<file path="config.mk">
export PLATFORM = sky130hd
export DESIGN_NAME = radix_integer_formatter
export DESIGN_NICKNAME = d
export VERILOG_FILES = /design/src/rtl/rif_pkg.sv /design/src/rtl/radix_integer_formatter.sv
export SDC_FILE = /design/constraint.sdc
export NUM_CORES = 1
export LEC_CHECK = 0
export ABC_AREA = 1
export BUFFER_PORTS_ARGS = -buffer_cell sky130_fd_sc_hd__buf_2
export CAP_MARGIN = 20
export CORE_ASPECT_RATIO = 0.6
export CORE_UTILIZATION = 55
export CTS_CLUSTER_SIZE = 30
export DETAILED_ROUTE_END_ITERATION = 8
export PLACE_DENSITY = 0.72
export SLEW_MARGIN = 20
export SYNTH_ARGS = -nofsm -noshare
export SYNTH_HDL_FRONTEND = slang
export SYNTH_SLANG_ARGS = --single-unit
</file>
<file path="constraint.sdc">
create_clock -name i_clk -period 12.37 [get_ports i_clk]
set_input_delay 3.711 -clock i_clk [delete_from_list [all_inputs] [get_ports i_clk]]
set_output_delay 3.711 -clock i_clk [all_outputs]
set_load 0.03 [all_outputs]
</file>
<file path="src/rtl/rif_pkg.sv">
package rif_pkg;

    localparam int VALUE_W        = 32;
    localparam int BASE_W         = 6;
    localparam int SPEC_W         = 7;
    localparam int FLAGS_W        = 7;
    localparam int CHAR_W         = 8;
    localparam int CNT_W          = 6;
    localparam int DEF_MAX_DIGITS = 32;
    localparam int DEF_MAX_FIELD  = 60;

    // quotient bits retired per cycle by the divide unit
    localparam int BITS_PER_STEP  = 8;
    localparam int DIV_STEPS      = VALUE_W / BITS_PER_STEP;
    localparam int STEP_W         = $clog2(DIV_STEPS);

    localparam logic [BASE_W-1:0] BASE_MIN = BASE_W'(2);
    localparam logic [BASE_W-1:0] BASE_MAX = BASE_W'(36);
    localparam logic [BASE_W-1:0] BASE_OCT = BASE_W'(8);
    localparam logic [BASE_W-1:0] BASE_HEX = BASE_W'(16);

    // format flag bit positions
    localparam int FL_SIGNED = 0;
    localparam int FL_LEFT   = 1;
    localparam int FL_PLUS   = 2;
    localparam int FL_BLANK  = 3;
    localparam int FL_ALT    = 4;
    localparam int FL_ZERO   = 5;
    localparam int FL_LOWER  = 6;

    localparam logic [CHAR_W-1:0] CH_NUL   = 8'h00;
    localparam logic [CHAR_W-1:0] CH_SPACE = 8'h20;
    localparam logic [CHAR_W-1:0] CH_PLUS  = 8'h2B;
    localparam logic [CHAR_W-1:0] CH_MINUS = 8'h2D;
    localparam logic [CHAR_W-1:0] CH_ZERO  = 8'h30;
    localparam logic [CHAR_W-1:0] CH_UP_A  = 8'h41;
    localparam logic [CHAR_W-1:0] CH_LO_A  = 8'h61;
    localparam logic [CHAR_W-1:0] CH_UP_X  = 8'h58;
    localparam logic [CHAR_W-1:0] CH_LO_X  = 8'h78;

    localparam logic [BASE_W-1:0] TEN = BASE_W'(10);

    // digit value 0..35 to ascii
    function automatic logic [CHAR_W-1:0] digit_char(
        input logic [BASE_W-1:0] v,
        input logic              lower
    );
        logic [CHAR_W-1:0] ch;
        if (v < TEN) begin
            ch = CH_ZERO + CHAR_W'(v);
        end else if (lower) begin
            ch = CH_LO_A + CHAR_W'(v - TEN);
        end else begin
            ch = CH_UP_A + CHAR_W'(v - TEN);
        end
        return ch;
    endfunction

endpackage

</file>
<file path="src/rtl/radix_integer_formatter.sv">
// Integer to text formatter in the manner of a printf integer conversion.
// A request is taken when start is high and busy is low; it carries a
// 32-bit value, a radix of 2 to 36, a field width, a precision and flags.
// The block then streams the formatted field out one ASCII character per
// cycle on o_char_out, each marked by a one-cycle o_strobe, with o_last on
// the final character. The receiver cannot stall this stream: every
// strobed character must be taken in the cycle it appears. A radix outside
// 2..36 gives a single strobe with o_bad_base high, o_last high and a zero
// character, in the cycle after the request is taken. For a valid radix a
// request runs in order through a digit loop, length arithmetic, stream
// set-up and the emission of the field (at most 63 characters). The digit
// loop runs a shared divide-by-radix unit that retires 8 quotient bits per
// cycle and yields one digit each pass over the value. The worst case is
// radix 2 with a full 32-bit magnitude and a wide field. busy is high for
// the whole of the request and no request is taken meanwhile.
module radix_integer_formatter #(
    parameter int MAX_DIGITS = rif_pkg::DEF_MAX_DIGITS,
    parameter int MAX_FIELD  = rif_pkg::DEF_MAX_FIELD
) (
    input  logic                              i_clk,
    input  logic                              i_rst_n,
    input  logic                              start,
    output logic                              busy,
    input  logic [rif_pkg::VALUE_W-1:0]       i_value,
    input  logic [rif_pkg::BASE_W-1:0]        i_base,
    input  logic signed [rif_pkg::SPEC_W-1:0] i_field_width,
    input  logic signed [rif_pkg::SPEC_W-1:0] i_precision,
    input  logic [rif_pkg::FLAGS_W-1:0]       i_format_flags,
    output logic                              o_strobe,
    output logic [rif_pkg::CHAR_W-1:0]        o_char_out,
    output logic                              o_last,
    output logic                              o_bad_base
);
    import rif_pkg::*;

    localparam int DIG_AW = $clog2(MAX_DIGITS);
    localparam int ND_W   = $clog2(MAX_DIGITS + 1);
    localparam int NSEG   = 6;

    // top-level sequencer
    typedef enum logic [2:0] {
        ST_IDLE,
        ST_ERR,
        ST_DIV,
        ST_PREP,
        ST_LOAD,
        ST_EMIT
    } t_state;

    // segments of the field, in output order
    typedef enum logic [2:0] {
        SG_LPAD,
        SG_SIGN,
        SG_PFX,
        SG_ZERO,
        SG_DIG,
        SG_TPAD
    } t_seg;

    t_state                r_state;
    t_seg                  r_seg;
    logic [CNT_W-1:0]      r_cnt;

    // request fields and divide working state for one conversion
    logic [VALUE_W-1:0]    r_quot;
    logic [BASE_W-1:0]     r_rem;
    logic [STEP_W-1:0]     r_step;
    logic [BASE_W-1:0]     r_base;
    logic [FLAGS_W-1:0]    r_flags;
    logic [CNT_W-1:0]      r_width;
    logic [CNT_W-1:0]      r_prec;
    logic [CHAR_W-1:0]     r_sign_ch;
    logic [ND_W-1:0]       r_nd;

    // segment lengths, settled in the prep cycle
    logic [CNT_W-1:0]      r_lpad;
    logic [CNT_W-1:0]      r_tpad;
    logic [CNT_W-1:0]      r_zero;
    logic [CNT_W-1:0]      r_pfx;

    // digit store, least significant digit first
    logic [BASE_W-1:0]     r_mem [MAX_DIGITS];
    logic [BASE_W-1:0]     r_rd;

    logic                  accept;
    logic                  base_bad;
    logic [SPEC_W-1:0]     fw_abs;
    logic [CNT_W-1:0]      fw_sat;
    logic [CNT_W-1:0]      pr_sat;
    logic [VALUE_W-1:0]    mag;
    logic [CHAR_W-1:0]     sign_ch;

    logic [BASE_W-1:0]     n_rem;
    logic [VALUE_W-1:0]    n_quot;

    logic [CNT_W-1:0]      prec_eff;
    logic [CNT_W-1:0]      pfx_len;
    logic signed [CNT_W+1:0] w_rem;
    logic [CNT_W-1:0]      pad_len;

    logic [CNT_W-1:0]      seg_len [NSEG];
    logic [2:0]            from_idx;
    logic                  seg_any;
    t_seg                  seg_nxt;
    t_seg                  n_seg;
    logic [CNT_W-1:0]      n_cnt;
    logic [DIG_AW-1:0]     rd_idx;
    logic                  seg_end;

    assign busy   = (r_state != ST_IDLE);
    assign accept = start && !busy;

    // request decode
    always_comb begin
        base_bad = (i_base < BASE_MIN) || (i_base > BASE_MAX);
        fw_abs   = i_field_width[SPEC_W-1] ? SPEC_W'(-i_field_width)
                                           : SPEC_W'(i_field_width);
        fw_sat   = (fw_abs > SPEC_W'(MAX_FIELD)) ? CNT_W'(MAX_FIELD)
                                                 : CNT_W'(fw_abs);
        if (i_precision[SPEC_W-1]) begin
            pr_sat = '0;
        end else if (SPEC_W'(i_precision) > SPEC_W'(MAX_FIELD)) begin
            pr_sat = CNT_W'(MAX_FIELD);
        end else begin
            pr_sat = CNT_W'(i_precision);
        end
        mag     = i_value;
        sign_ch = CH_NUL;
        priority if (i_format_flags[FL_SIGNED] && i_value[VALUE_W-1]) begin
            mag     = VALUE_W'(0) - i_value;
            sign_ch = CH_MINUS;
        end else if (i_format_flags[FL_PLUS]) begin
            sign_ch = CH_PLUS;
        end else if (i_format_flags[FL_BLANK]) begin
            sign_ch = CH_SPACE;
        end
    end

    // shared divide unit: one byte of the dividend per cycle
    always_comb begin
        logic [BASE_W:0]             t;
        logic [BASE_W-1:0]           r;
        logic [BITS_PER_STEP-1:0]    qb;
        logic [BITS_PER_STEP-1:0]    chunk;
        r     = r_rem;
        qb    = '0;
        chunk = r_quot[VALUE_W-1 -: BITS_PER_STEP];
        for (int i = BITS_PER_STEP - 1; i >= 0; i--) begin
            t = {r, chunk[i]};
            if (t >= {1'b0, r_base}) begin
                qb[i] = 1'b1;
                t     = t - {1'b0, r_base};
            end
            r = t[BASE_W-1:0];
        end
        n_rem  = r;
        n_quot = {r_quot[VALUE_W-BITS_PER_STEP-1:0], qb};
    end

    // field length arithmetic
    always_comb begin
        prec_eff = (r_prec > CNT_W'(r_nd)) ? r_prec : CNT_W'(r_nd);
        if (!r_flags[FL_ALT]) begin
            pfx_len = '0;
        end else if (r_base == BASE_HEX) begin
            pfx_len = CNT_W'(2);
        end else if (r_base == BASE_OCT) begin
            pfx_len = CNT_W'(1);
        end else begin
            pfx_len = '0;
        end
        w_rem = $signed({2'b00, r_width})
              - $signed({{(CNT_W+1){1'b0}}, (r_sign_ch != CH_NUL)})
              - $signed({2'b00, pfx_len})
              - $signed({2'b00, prec_eff});
        pad_len = (w_rem > 0) ? CNT_W'(w_rem) : '0;
    end

    // next non-empty segment
    always_comb begin
        seg_len[SG_LPAD] = r_lpad;
        seg_len[SG_SIGN] = CNT_W'(r_sign_ch != CH_NUL);
        seg_len[SG_PFX]  = r_pfx;
        seg_len[SG_ZERO] = r_zero;
        seg_len[SG_DIG]  = CNT_W'(r_nd);
        seg_len[SG_TPAD] = r_tpad;
        from_idx = (r_state == ST_LOAD) ? 3'd0 : 3'(r_seg) + 3'd1;
        seg_any  = 1'b0;
        seg_nxt  = SG_LPAD;
        for (int i = NSEG - 1; i >= 0; i--) begin
            if ((3'(i) >= from_idx) && (seg_len[i] != '0)) begin
                seg_any = 1'b1;
                seg_nxt = t_seg'(i);
            end
        end
    end

    // emit stepping and digit read address
    always_comb begin
        seg_end = (r_cnt == CNT_W'(1));
        n_seg   = r_seg;
        n_cnt   = r_cnt;
        if (r_state == ST_LOAD || (r_state == ST_EMIT && seg_end)) begin
            n_seg = seg_nxt;
            n_cnt = seg_len[seg_nxt];
        end else if (r_state == ST_EMIT) begin
            n_cnt = r_cnt - CNT_W'(1);
        end
        rd_idx = (n_seg == SG_DIG) ? DIG_AW'(n_cnt - CNT_W'(1)) : '0;
    end

    // digit store
    always_ff @(posedge i_clk) begin
        if (r_state == ST_DIV && r_step == STEP_W'(DIV_STEPS - 1)) begin
            r_mem[r_nd[DIG_AW-1:0]] <= n_rem;
        end
        r_rd <= r_mem[rd_idx];
    end

    // sequencer
    always_ff @(posedge i_clk) begin
        if (!i_rst_n) begin
            r_state <= ST_IDLE;
        end else begin
            unique case (r_state)
                ST_IDLE: begin
                    if (accept) begin
                        r_state <= base_bad ? ST_ERR : ST_DIV;
                    end
                end
                ST_ERR: begin
                    r_state <= ST_IDLE;
                end
                ST_DIV: begin
                    if (r_step == STEP_W'(DIV_STEPS - 1) && n_quot == '0) begin
                        r_state <= ST_PREP;
                    end
                end
                ST_PREP: begin
                    r_state <= ST_LOAD;
                end
                ST_LOAD: begin
                    r_state <= seg_any ? ST_EMIT : ST_IDLE;
                end
                ST_EMIT: begin
                    if (seg_end && !seg_any) begin
                        r_state <= ST_IDLE;
                    end
                end
                default: begin
                    r_state <= ST_IDLE;
                end
            endcase
        end
    end

    // datapath registers
    always_ff @(posedge i_clk) begin
        if (accept) begin
            r_quot    <= mag;
            r_rem     <= '0;
            r_step    <= '0;
            r_nd      <= '0;
            r_base    <= i_base;
            r_flags   <= i_format_flags;
            r_width   <= fw_sat;
            r_prec    <= pr_sat;
            r_sign_ch <= sign_ch;
        end else if (r_state == ST_DIV) begin
            r_quot <= n_quot;
            if (r_step == STEP_W'(DIV_STEPS - 1)) begin
                // digit done, restart the unit on the quotient
                r_rem  <= '0;
                r_step <= '0;
                r_nd   <= r_nd + ND_W'(1);
            end else begin
                r_rem  <= n_rem;
                r_step <= r_step + STEP_W'(1);
            end
        end
        if (r_state == ST_PREP) begin
            r_pfx  <= pfx_len;
            r_zero <= prec_eff - CNT_W'(r_nd);
            r_lpad <= r_flags[FL_LEFT] ? '0 : pad_len;
            r_tpad <= r_flags[FL_LEFT] ? pad_len : '0;
        end
        r_seg <= n_seg;
        r_cnt <= n_cnt;
    end

    // character select
    always_comb begin
        o_char_out = CH_NUL;
        if (r_state == ST_EMIT) begin
            unique case (r_seg)
                SG_LPAD: o_char_out = r_flags[FL_ZERO] ? CH_ZERO : CH_SPACE;
                SG_SIGN: o_char_out = r_sign_ch;
                SG_PFX: begin
                    if (seg_end && r_base == BASE_HEX) begin
                        o_char_out = r_flags[FL_LOWER] ? CH_LO_X : CH_UP_X;
                    end else begin
                        o_char_out = CH_ZERO;
                    end
                end
                SG_ZERO: o_char_out = CH_ZERO;
                SG_DIG:  o_char_out = digit_char(r_rd, r_flags[FL_LOWER]);
                SG_TPAD: o_char_out = CH_SPACE;
                default: o_char_out = CH_NUL;
            endcase
        end
    end

    assign o_strobe   = (r_state == ST_EMIT) || (r_state == ST_ERR);
    assign o_bad_base = (r_state == ST_ERR);
    assign o_last     = (r_state == ST_ERR) ||
                        ((r_state == ST_EMIT) && seg_end && !seg_any);

endmodule

</file>
==> flow_metrics.tcl <==
set metrics [dict create \
    status "complete, no violations" \
    maxCapViolCount 0 \
    ys_ff_latch 302 \
    rows 50 \
    h-tree-depth 1 \
    first_pass_iters 7 \
    globalRouteOverflowTotal 0 \
    die_width_um 232 \
    ctsHoldBuffers 0 \
    drt_iter0_markers 1690 \
    synth_edf_count 271 \
    slew_headroom_pct 41.5 \
    clockRootBuffer "clkbuf_16" \
    synthMostInstantiatedCell "nand2_1" \
    netlist_area_um2 17500 \
    fin_cells 2486 \
    synth_cell_types 56 \
    crit_slowest_cell "edfxtp_1" \
    hold_class "reg -> reg" \
    cp.arrival_ps 12110 \
    synth_common_cells "366 x nand2_1, 271 x edfxtp_1, 214 x inv_1, 214 x nor2_1" \
    synth_top_area_share_pct 46.6 \
    wl_per_cell_um 19.1 \
    synth-main-ff-cell "edfxtp_1" \
    setup_violations 0 \
    seq_area_frac_synth_pct 50.2 \
    post-route-min-period_ps 11820 \
    yosys_warnings 0 \
    crit_path_max_fanout 16 \
    yosysTopAreaCell "edfxtp_1" \
    path_clk_slew_ps 70 \
    worstMarginPinSlew_ps 875 \
    numCtsBuffers 29 \
    syn2layout_area_growth_pct 15.2 \
    wl_mm 47.4 \
    fin_skew_ps 12.6 \
    num_vias 14300 \
    syn_avg_cell_area_um2 9.11 \
    grt_max_degree 84 \
    clock_latency_ps 550 \
    critPathCaptureType "register" \
    worstPathRequired_ps 12660 \
    fp.coreArea_um2 31200 \
    dp_hpwl_mm 33.6 \
    drive_gt1_share_pct 15.1 \
    antenna_found_initial 2 \
    cp_common_cell "nand2_1" \
    slew_viol_final 0 \
    cts_tree "built" \
    fmaxAchievable_ghz 0.0846 \
    die_y_um 140 \
    fillCellCount 2524 \
    portBuffers 73 \
    post-route-period-util_pct 95.5 \
    cts.sinks 302 \
    async_flop_share_pct 0 \
    final_nets 2213 \
    path_class "reg -> reg" \
    pin_count 74 \
    drtAntennaViolNets 0 \
    vias_per_cell 5.75 \
    gp_congestion 0.917 \
    clk_path_buf_depth 3 \
    grt_pass1_vias 13200 \
    dieArea_um2 32500 \
    worstSetupStartpointType "register" \
    synth_cells 1915 \
    grt_pass1_wl_mm 71.9 \
    hold_viol 0 \
    initial_utilization_pct 55.9 \
    dpl.cell_count 2418 \
    drc 0 \
    max_stage_delay_ps 410 \
    synth_area_leaders "edfxtp_1 47%, nand2_1 7.9%, ha_1 6.6%" \
    synth_nets 2080 \
    track_usage_pct 28.6 \
]
==> layout make-up <==
cell class / count / area [µm²] / share of cell area, %
clock buffers: 36 / 752 / 3.74
inverters: 230 / 873 / 4.34
flip-flops and latches: 302 / 8760 / 43.6
clock inverters: 16 / 206 / 1.03
repair buffers: 147 / 1000 / 4.98
diodes: 1 / 2.50 / 0.0124
multi-input cells: 1338 / 7990 / 39.7
well taps: 416 / 520 / 2.59
==> path summary, 6_finish.rpt <==
path / from / endpoint / slack (ps) / cells after the start
setup / recovery: r_base[4] / r_mem[23][2] / 550 / 82
hold / removal: r_step[1] / r_step[1] / 480 / 2
setup reg to reg: r_base[4] / r_mem[23][2] / 550 / 82
hold reg to reg: r_step[1] / r_step[1] / 480 / 2
==> cell families (layout without fill, tap and decap cells) <==
logic type                 count (synthesis)  in the layout  share of synthesized area [%]
and+or+nand+nor                          833            834                           21.1
other                                      0              1                              0
AOI/OAI and AO/OA                        314            314                           10.3
adders and majority gates                103            103                           7.86
buffers and inverters                    276            429                           6.11
xor gates and xnor gates                  87             87                           4.47
DFF                                      302            302                           50.2
==> per-stage QoR <==
stage / setup TNS (ps) / worst slack (ps) / utilization [%] / instance area, µm² / hold WS (ps)
after floorplan: 0 / 20.7 / - / 17500 / 443
after global placement: 0 / 173 / 59.8 / 18700 / 456
after detailed placement: -35940 / -423 / 59.8 / 18700 / 468
after CTS: 0 / 24.5 / 63.0 / 19700 / 477
after global routing: -23940 / -250 / 64.4 / 20100 / 507
final: 0 / 551 / 64.4 / 20100 / 481
==> state kept, by name, summed over array words and instances (netlist names) <==
name       flops
r_base         6
r_prec         6
r_tpad         6
r_flags        4
r_rd           6
r_cnt          6
r_sign_ch      4
r_quot        32
r_width        6
r_pfx          2
r_seg          3
r_state        3
r_mem        192
r_zero         6
r_lpad         6
r_nd           6
r_step         2
r_rem          6
==> critical path: cells and delay by family, from the launching register on <==
kind                     cells  cell delay, ps
AND/OR/NAND/NOR             33            3390
adder cells (fa/ha/maj)      8            2230
flip-flops                   1             410
buffers and inverters       15            1630
AO/OA/AOI/OAI               26            3900
==> timing repair <==
item | in CTS | in global routing
pin swaps | 4 | 20
gates resized for setup | 8 | 72
setup buffers | 3 | 10
cloned | 0 | 2
setup endpoints to repair | 198 | 200
==> routing by layer <==
metal / GRT usage, % / share of wire (%) / vias to the layer above
met2: 40.1 / 41 / 691
met3: 8.27 / 12 / 55
met4: 4.92 / 1.4 / 4
met5: 1.64 / 0.18 / -
met1: 43.8 / 45 / 6705
li1: - / - / 6831
==> cells in the final DEF (no fill, tap or decap), types with 9 or more instances in the layout <==
cell type / instances
xor2_1: 49
nand2_2: 12
a21oi_1: 52
fa_1: 11
o22ai_1: 14
dfxtp_1: 30
nand3_1: 139
o21ai_0: 135
inv_2: 17
or2_2: 10
ha_1: 80
o21ai_1: 12
a31oi_1: 9
buf_2: 73
ha_4: 12
clkbuf_16: 30
inv_1: 208
nand2_1: 360
o21ai_2: 15
nor3_1: 23
o211ai_1: 28
xnor2_1: 35
buf_4: 68
a21oi_2: 11
nand4_1: 15
edfxtp_1: 271
nor2_1: 210
nor4_1: 15
Power is left out: the tool's default activity adds up to more than one toggle a clock period on the data nets, which glitch-free logic cannot reach.
